## src/rtl/rrb_pkg.sv

```systemverilog
// ----------------------------------------------------------------------------
// rrb_pkg
// Shared constants for the reorder receive buffer: field widths, register
// map and reset values.
// ----------------------------------------------------------------------------
`default_nettype none

package rrb_pkg;

	// default number of packet slots
	localparam int DEPTH_DEF = 16;

	// field widths
	localparam int SEQ_W  = 32;
	localparam int TYPE_W = 8;
	localparam int PAY_W  = 32;
	localparam int OCC_W  = 5;
	localparam int WIN_W  = 5;

	// one stored slot: {payload, type, seq}
	localparam int ENTRY_W = SEQ_W + TYPE_W + PAY_W;

	// stream payload widths
	localparam int S_TDATA_W = ENTRY_W;
	localparam int M_TDATA_W = ((ENTRY_W + OCC_W + 7) / 8) * 8;

	// configuration port
	localparam int APB_AW = 3;
	localparam int APB_DW = 32;

	// register indexes (byte address = 4 * index)
	localparam logic [APB_AW-3:0] REG_WINDOW = 1'b0;

	// reset value of window_size
	localparam logic [WIN_W-1:0] WINDOW_RST = 5'd16;

	// item kinds on s_tuser
	localparam logic MODE_STORE = 1'b0;
	localparam logic MODE_FETCH = 1'b1;

endpackage

`default_nettype wire

```

## src/rtl/reorder_receive_buffer.sv

```systemverilog
// ----------------------------------------------------------------------------
// reorder_receive_buffer
// Out-of-order receive window: stores packets into the lowest free slot and
// fetches them back by sequence number, one slot compare per clock.
// ----------------------------------------------------------------------------
// An item is taken only while the sequencer is idle. Its result is offered after a
// scan state, in which a single comparator walks the slot memory one entry per
// cycle (the slot memory has one registered read port), and a write-back state.
// The block takes no new item until the result has been handed over, and it stays
// busy for as long as m_tready holds the result off. s_tready is high only between
// items; the next item is taken in the cycle after the result is handed over.
`default_nettype none

module reorder_receive_buffer #(
	parameter int DEPTH = rrb_pkg::DEPTH_DEF
) (
	input  wire logic                           clk,
	input  wire logic                           arst_n,
	// configuration port
	input  wire logic                           psel,
	input  wire logic                           penable,
	input  wire logic                           pwrite,
	input  wire logic [rrb_pkg::APB_AW-1:0]     paddr,
	input  wire logic [rrb_pkg::APB_DW-1:0]     pwdata,
	output logic      [rrb_pkg::APB_DW-1:0]     prdata,
	output logic                                pready,
	// input items
	input  wire logic                           s_tvalid,
	output logic                                s_tready,
	// seq_num_in[31:0], pkt_type[39:32], payload_in[71:40]
	input  wire logic [rrb_pkg::S_TDATA_W-1:0]  s_tdata,
	// mode[0]
	input  wire logic                           s_tuser,
	// result items
	output logic                                m_tvalid,
	input  wire logic                           m_tready,
	// seq_out[31:0], type_out[39:32], payload_out[71:40], occupied[76:72], zero pad
	output logic      [rrb_pkg::M_TDATA_W-1:0]  m_tdata,
	// ok[0]
	output logic                                m_tuser
);

	localparam int IW = (DEPTH > 1) ? $clog2(DEPTH) : 1;
	localparam int CW = (IW + 1 > rrb_pkg::WIN_W) ? IW + 1 : rrb_pkg::WIN_W;
	localparam int SW = rrb_pkg::SEQ_W;
	localparam int TW = rrb_pkg::TYPE_W;
	localparam int PW = rrb_pkg::PAY_W;
	localparam int OW = rrb_pkg::OCC_W;

	typedef enum logic [1:0] {
		ST_IDLE,
		ST_SCAN,
		ST_WRITE,
		ST_OUT
	} state_t;

	state_t                      state_q;
	logic [rrb_pkg::WIN_W-1:0]   window_q;

	// item captured at acceptance
	logic                        mode_q;
	logic [SW-1:0]               seq_q;
	logic [TW-1:0]               type_q;
	logic [PW-1:0]               pay_q;

	// scan sequencer
	logic [CW-1:0]               scan_q;
	logic                        pipe_s1;
	logic [IW-1:0]               idx_s1;
	logic                        vld_s1;
	logic [rrb_pkg::ENTRY_W-1:0] rd_s1;

	// scan results
	logic                        hit_q;
	logic [IW-1:0]               hit_idx_q;
	logic [TW-1:0]               hit_type_q;
	logic [PW-1:0]               hit_pay_q;
	logic                        free_q;
	logic [IW-1:0]               free_idx_q;
	logic [OW-1:0]               cnt_q;

	// slot storage
	logic [DEPTH-1:0]            slot_vld_q;
	logic [rrb_pkg::ENTRY_W-1:0] slot_mem_q [DEPTH];

	// result register
	logic                        m_valid_q;
	logic                        ok_q;
	logic [SW-1:0]               seq_out_q;
	logic [TW-1:0]               type_out_q;
	logic [PW-1:0]               pay_out_q;
	logic [OW-1:0]               occ_q;

	logic [CW-1:0]               lim_w;
	logic [IW-1:0]               scan_idx;
	logic                        scan_more;
	logic                        match_w;
	logic                        store_ok;
	logic                        fetch_ok;
	logic                        cfg_wr;

	// slots in use: window saturated to the slot count
	always_comb begin
		if (CW'(window_q) > CW'(DEPTH)) begin
			lim_w = CW'(DEPTH);
		end else begin
			lim_w = CW'(window_q);
		end
	end

	assign scan_idx  = scan_q[IW-1:0];
	assign scan_more = (scan_q < lim_w);
	assign match_w   = pipe_s1 && vld_s1 && (rd_s1[SW-1:0] == seq_q) && !hit_q;
	assign store_ok  = (mode_q == rrb_pkg::MODE_STORE) && !hit_q && free_q;
	assign fetch_ok  = (mode_q == rrb_pkg::MODE_FETCH) && hit_q;

	// configuration port
	assign cfg_wr = psel && penable && pwrite && pready;
	assign pready = 1'b1;

	always_comb begin
		prdata = '0;
		if (paddr[rrb_pkg::APB_AW-1:2] == rrb_pkg::REG_WINDOW) begin
			prdata = rrb_pkg::APB_DW'(window_q);
		end
	end

	always_ff @(posedge clk or negedge arst_n) begin
		if (!arst_n) begin
			window_q <= rrb_pkg::WINDOW_RST;
		end else if (cfg_wr && paddr[rrb_pkg::APB_AW-1:2] == rrb_pkg::REG_WINDOW) begin
			window_q <= pwdata[rrb_pkg::WIN_W-1:0];
		end
	end

	// sequencer, valid bits and result register
	always_ff @(posedge clk or negedge arst_n) begin
		if (!arst_n) begin
			state_q    <= ST_IDLE;
			mode_q     <= rrb_pkg::MODE_STORE;
			seq_q      <= '0;
			type_q     <= '0;
			pay_q      <= '0;
			scan_q     <= '0;
			pipe_s1    <= 1'b0;
			idx_s1     <= '0;
			vld_s1     <= 1'b0;
			hit_q      <= 1'b0;
			hit_idx_q  <= '0;
			free_q     <= 1'b0;
			free_idx_q <= '0;
			cnt_q      <= '0;
			slot_vld_q <= '0;
			m_valid_q  <= 1'b0;
			ok_q       <= 1'b0;
			seq_out_q  <= '0;
			type_out_q <= '0;
			pay_out_q  <= '0;
			occ_q      <= '0;
		end else begin
			case (state_q)
				ST_IDLE: begin
					if (s_tvalid) begin
						mode_q  <= s_tuser;
						seq_q   <= s_tdata[SW-1:0];
						type_q  <= s_tdata[SW+TW-1:SW];
						pay_q   <= s_tdata[SW+TW+PW-1:SW+TW];
						scan_q  <= '0;
						pipe_s1 <= 1'b0;
						hit_q   <= 1'b0;
						free_q  <= 1'b0;
						cnt_q   <= '0;
						state_q <= ST_SCAN;
					end
				end
				ST_SCAN: begin
					// issue side: one slot read per cycle
					pipe_s1 <= scan_more;
					if (scan_more) begin
						idx_s1 <= scan_idx;
						vld_s1 <= slot_vld_q[scan_idx];
						scan_q <= scan_q + CW'(1);
					end
					// compare side: slot read in the previous cycle
					if (pipe_s1) begin
						if (vld_s1) begin
							cnt_q <= cnt_q + OW'(1);
						end else if (!free_q) begin
							free_q     <= 1'b1;
							free_idx_q <= idx_s1;
						end
					end
					if (match_w) begin
						hit_q     <= 1'b1;
						hit_idx_q <= idx_s1;
					end
					if (!scan_more) begin
						state_q <= ST_WRITE;
					end
				end
				ST_WRITE: begin
					ok_q       <= store_ok || fetch_ok;
					seq_out_q  <= fetch_ok ? seq_q : '0;
					type_out_q <= fetch_ok ? hit_type_q : '0;
					pay_out_q  <= fetch_ok ? hit_pay_q : '0;
					if (store_ok) begin
						slot_vld_q[free_idx_q] <= 1'b1;
						occ_q <= cnt_q + OW'(1);
					end else if (fetch_ok) begin
						slot_vld_q[hit_idx_q] <= 1'b0;
						occ_q <= cnt_q - OW'(1);
					end else begin
						occ_q <= cnt_q;
					end
					m_valid_q <= 1'b1;
					state_q   <= ST_OUT;
				end
				ST_OUT: begin
					if (m_tready) begin
						m_valid_q <= 1'b0;
						state_q   <= ST_IDLE;
					end
				end
				default: begin
					state_q <= ST_IDLE;
				end
			endcase
		end
	end

	// slot memory: one write port, one registered read port
	always_ff @(posedge clk) begin
		if (state_q == ST_SCAN && scan_more) begin
			rd_s1 <= slot_mem_q[scan_idx];
		end
		if (state_q == ST_WRITE && store_ok) begin
			slot_mem_q[free_idx_q] <= {pay_q, type_q, seq_q};
		end
	end

	// contents of the matching slot
	always_ff @(posedge clk) begin
		if (state_q == ST_SCAN && match_w) begin
			hit_type_q <= rd_s1[SW+TW-1:SW];
			hit_pay_q  <= rd_s1[SW+TW+PW-1:SW+TW];
		end
	end

	// ports
	assign s_tready = (state_q == ST_IDLE);
	assign m_tvalid = m_valid_q;
	assign m_tuser  = ok_q;
	assign m_tdata  = rrb_pkg::M_TDATA_W'({occ_q, pay_out_q, type_out_q, seq_out_q});

	// checks
	a_no_result_when_idle: assert property (@(posedge clk) disable iff (!arst_n)
		(state_q == ST_IDLE) |-> !m_valid_q)
		else $error("result pending while sequencer idle");

	a_occ_within_window: assert property (@(posedge clk) disable iff (!arst_n)
		m_valid_q |-> (CW'(occ_q) <= lim_w))
		else $error("occupied count exceeds slots in use");

	a_fetch_seq_matches: assert property (@(posedge clk) disable iff (!arst_n)
		(m_valid_q && ok_q && mode_q == rrb_pkg::MODE_FETCH) |-> (seq_out_q == seq_q))
		else $error("fetched sequence number differs from request");

	a_store_result_zero: assert property (@(posedge clk) disable iff (!arst_n)
		(m_valid_q && mode_q == rrb_pkg::MODE_STORE) |->
		(seq_out_q == '0 && type_out_q == '0 && pay_out_q == '0))
		else $error("store result carries packet data");

	a_store_sets_valid: assert property (@(posedge clk) disable iff (!arst_n)
		(state_q == ST_WRITE && store_ok) |=> slot_vld_q[free_idx_q])
		else $error("stored slot not marked valid");

endmodule

`default_nettype wire

```

## config.mk

```make
export PLATFORM = sky130hd
export DESIGN_NAME = reorder_receive_buffer
export DESIGN_NICKNAME = d
export VERILOG_FILES = /design/src/rtl/rrb_pkg.sv /design/src/rtl/reorder_receive_buffer.sv
export SDC_FILE = /design/constraint.sdc
export NUM_CORES = 1
export LEC_CHECK = 0
export BUFFER_PORTS_ARGS = -buffer_cell sky130_fd_sc_hd__buf_2
export CELL_PAD_IN_SITES_DETAIL_PLACEMENT = 0
export CELL_PAD_IN_SITES_GLOBAL_PLACEMENT = 1
export CORE_AREA = 2 2 331 333
export DETAILED_ROUTE_END_ITERATION = 6
export DIE_AREA = 0 0 333 335
export GPL_TIMING_DRIVEN = 0
export MAX_ROUTING_LAYER = met4
export PLACE_DENSITY = 0.77
export SYNTH_ARGS = -nofsm -noshare
export SYNTH_HDL_FRONTEND = slang
export SYNTH_SLANG_ARGS = --single-unit
```

## constraint.sdc

```tcl
create_clock -name clk -period 21.1 [get_ports clk]
set_input_delay 1.055 -clock clk [delete_from_list [all_inputs] [get_ports clk]]
set_output_delay 1.055 -clock clk [all_outputs]
set_load 0.01 [all_outputs]
```

==> summary.md <==
| Metric | Value |
|---|---|
| Final setup vio count | 0 |
| First-iteration detailed-routing DRC count | about 3.6k |
| Critical path class | reg -> reg |
| Post-synthesis sequential area ratio | 77.23% |
| Synth Flop Type | edfxtp_1 |
| Cell mode on critical path | buf_8 |
| Die Y | around 340 um |
| Routability Congestion | roughly 0.79 |
| Residual DRC | 0 |
| Final #Nets | 3110 |
| GRT Util Overall | around a quarter |
| Max-slew violations | 0 |
| PwrDens | approximately 130 nW/um^2 |
| Routed Wire Length | 139400 um |
| Clk Latency, worst-skew pair | approximately 0.75 ns |
| CTS sink count | between 1k and 1.5k |
| First-pass GRT wire length | roughly 200000 um |
| Die X | between 300 and 400 um |
| Crit path time final | 4.108 ns |
| Distinct cell type count after synthesis | between 50 and 60 |
| # hold bufs at CTS | 0 |
| Worst-margin pin slew | between 1 and 1.5 ns |
| Area of the mapped netlist | approximately 56000 um^2 |
| Grt met3 use | between 5 and 6% |
| Initial antenna violation count | 7 |
| Via count | about 28k |
| Cell with the largest stage delay on the worst path | nor3_2 |
| Vias per cell | about 6.1 |
| Final hold vios | 0 |
| Congestion Overflow GR | 0 |
| Worst hold slack | 0.3580 ns |
| Worst Path Required | about 22 ns |
| Crit path launch type | register |
| Routed Antenna Nets | 0 |
| Worst path buffer plus inverter count | 6 |
| CP Cell Sequence | inv_1 -> ha_1 -> clkbuf_1 -> nand2_1 -> or3_1 -> nor3_2 -> buf_8 -> buf_6 -> buf_8 -> buf_8 |
| Hpwl dp | slightly below 90000 um |
| Post-synth EDFFs | ~1.3k |
| Reg2Reg Launch Point | state_q[0] |
| Synth Register Bits | approximately 1.5k |
| Critical path data arrival time | approximately 4.6 ns |
| H-Tree Depth | 4 |
| RR Endpoint | slot_mem_q[0][11] |
| Cell family with most CP delay | simple AND/OR/NAND/NOR gates |
| Num CTS Buffers | ~150 |
| Critical Path Sink Type | register |
| Status | complete, no violations |
| Core box area | approximately 110000 um^2 |
| CTS tree | built |
| Maximum clock rate | between 200 and 250 MHz |
| CTS clk-pin slew, worst paths | 0.06 ns |
| Setup bufs post-CTS | 0 |
| Worst VDD drop | 94.95 uV |
| Asr flop ratio synth | ~14% |
| Die ar. | around 110000 um^2 |
| Post-synthesis average cell area | 21.92 um^2 |
| Area grow syn2layout | 16.68% |
| Met1 Use GR | between 30% and 40% |
| Warnings from Yosys | 0 |
| Clock Path Buffers | 3 |
| PortBufs | between 150 and 200 |
| Slew margin rel. | 11.72% |
| Hold Path Class | in -> async |
| Share of cells above drive strength 1 | 33.16% |
| Setup TNS | 0 ns |
| RSZ-0062 raised after global routing | false |
| GRT Max-Usage Layer | met2 |
| Starting Density | about half |
| Met2 Track Usage GR | 41.82% |
| Fill cell count | 7539 |
| Num rows | 121 |
| Vias in the first global route | between 20k and 30k |
| Synth Instances | approximately 2.5k |
| Largest net degree at the start of global routing | 105 |
| Clock root cell | clkbuf_16 |
| Fin crit share | between 10% and 20% |
| Post-CTS sizing | 0 |
| R2R Setup Slk | approximately 17 ns |
| Crit path max fanout | 10 |
| Max-cap violations | 0 |
| Leakage power total | ~22 nW |
| WL/cell | between 30 and 40 um |
| Worst Skew | between 0.03 and 0.04 ns |
| IO Pins | ~230 |
| First drt pass iteration count | 5 |
| R2R depth | 10 |
| Max stage delay on crit path | about 0.89 ns |
cells in the mapped netlist, types with 3 or more instances:
library cell | instances | area (um^2)
xnor2_1 | 15 | 131.4
buf_1 | 14 | 52.55
nand2_1 | 32 | 120.1
mux4_2 | 365 | 8220
nor3_1 | 7 | 35.03
nor4_1 | 4 | 25.02
buf_4 | 41 | 307.8
nand4b_1 | 3 | 26.28
nor2_1 | 38 | 142.6
mux2_2 | 91 | 1025
o21ai_0 | 83 | 415.4
nor2b_1 | 7 | 43.79
edfxtp_1 | 1264 | 37960
clkbuf_1 | 71 | 266.5
inv_1 | 83 | 311.6
xor2_1 | 25 | 219.0
nand4_1 | 9 | 56.30
nand2b_1 | 10 | 62.56
a31oi_1 | 4 | 25.02
a21oi_1 | 20 | 100.1
buf_6 | 23 | 259.0
nand3_1 | 77 | 385.4
buf_2 | 8 | 40.04
o22a_1 | 3 | 26.28
dfrtp_1 | 200 | 5005
ha_1 | 11 | 137.6
cells by family after synthesis:
logic type,share of synthesized area (%)
buffers and inverters,2.223
AOI/OAI and AO/OA,1.248
DFF,77.23
and+or+nand+nor,1.758
adders and majority gates,0.2473
xor gates and xnor gates,0.6294
muxes,16.65
other,0.01349
worst max path at each step:
stage / from / to / slack (ns) / cells past startpoint
3_3_place_gp: state_q[0] / slot_mem_q[0][18] / 6.47 / 6
3_5_place_dp: state_q[0] / slot_mem_q[0][11] / 17.09 / 10
2_1_floorplan: state_q[0] / slot_mem_q[0][0] / 14.15 / 6
5_1_grt: state_q[0] / slot_mem_q[0][11] / 16.87 / 10
6_report: state_q[0] / slot_mem_q[0][11] / 16.99 / 10
4_1_cts: state_q[0] / slot_mem_q[0][11] / 17.07 / 10
layer usage:
layer  part of all wire [%]  wire [um]
met3                    9.3      12960
met1                     38      52910
met5                      0          0
met2                     50      69620
met4                    2.8       3880
placed cells by master, fill, tap and decap left out, types with 61 or more instances in the layout:
cell type / netlist / routed
buf_2: 8 / 177
buf_6: 23 / 61
clkbuf_1: 71 / 104
clkbuf_16: 0 / 151
dfrtp_1: 200 / 200
edfxtp_1: 1264 / 1264
inv_1: 83 / 82
mux2_2: 91 / 91
mux4_2: 365 / 365
nand3_1: 77 / 77
o21ai_0: 83 / 83
final cells by class:
type / count / area, um^2 / share of cell area (%)
Antenna cell: 1 / 2.502 / 0.003853
Buffer: 157 / 927.1 / 1.428
Clock buffer: 195 / 4044 / 6.227
Clock inverter: 75 / 699.4 / 1.077
Inverter: 83 / 316.6 / 0.4874
Multi-Input combinational cell: 863 / 11660 / 17.95
Sequential cell: 1465 / 42990 / 66.19
Tap cell: 1414 / 1769 / 2.724
Timing Repair Buffer: 268 / 2537 / 3.907
metrics by stage:
stage	instance area, um^2	instances	total power [mW]	utilization (%)	setup slack, ns
after global placement	58390	4152	5.891	54.02	6.467
after detailed placement	60200	4250	5.991	55.69	17.09
after global routing	64940	4520	8.770	60.08	16.87
final	64940	4521	8.484	60.08	16.99
after floorplan	55770	2568	5.245	-	14.15
after CTS	64940	4520	8.526	60.08	17.07
registers in the layout, indices dropped and copies added (netlist names), 2 cells and up:
| signal | cells |
|---|---|
| cnt_q | 5 |
| free_idx_q | 4 |
| hit_idx_q | 4 |
| hit_pay_q | 32 |
| hit_type_q | 8 |
| idx_s1 | 4 |
| occ_q | 5 |
| pay_out_q | 32 |
| pay_q | 32 |
| rd_s1 | 72 |
| scan_q | 5 |
| seq_out_q | 32 |
| seq_q | 32 |
| slot_mem_q | 1152 |
| slot_vld_q | 16 |
| state_q | 2 |
| type_out_q | 8 |
| type_q | 8 |
| window_q | 5 |
power breakdown:
group	total [mW]	switching (mW)	internal (mW)
clock	2.55	1.08	1.48
combinational	1.80	0.959	0.836
sequential	4.13	0.405	3.73
total	8.48	2.44	6.04
(Power assumes the default switching activity.)
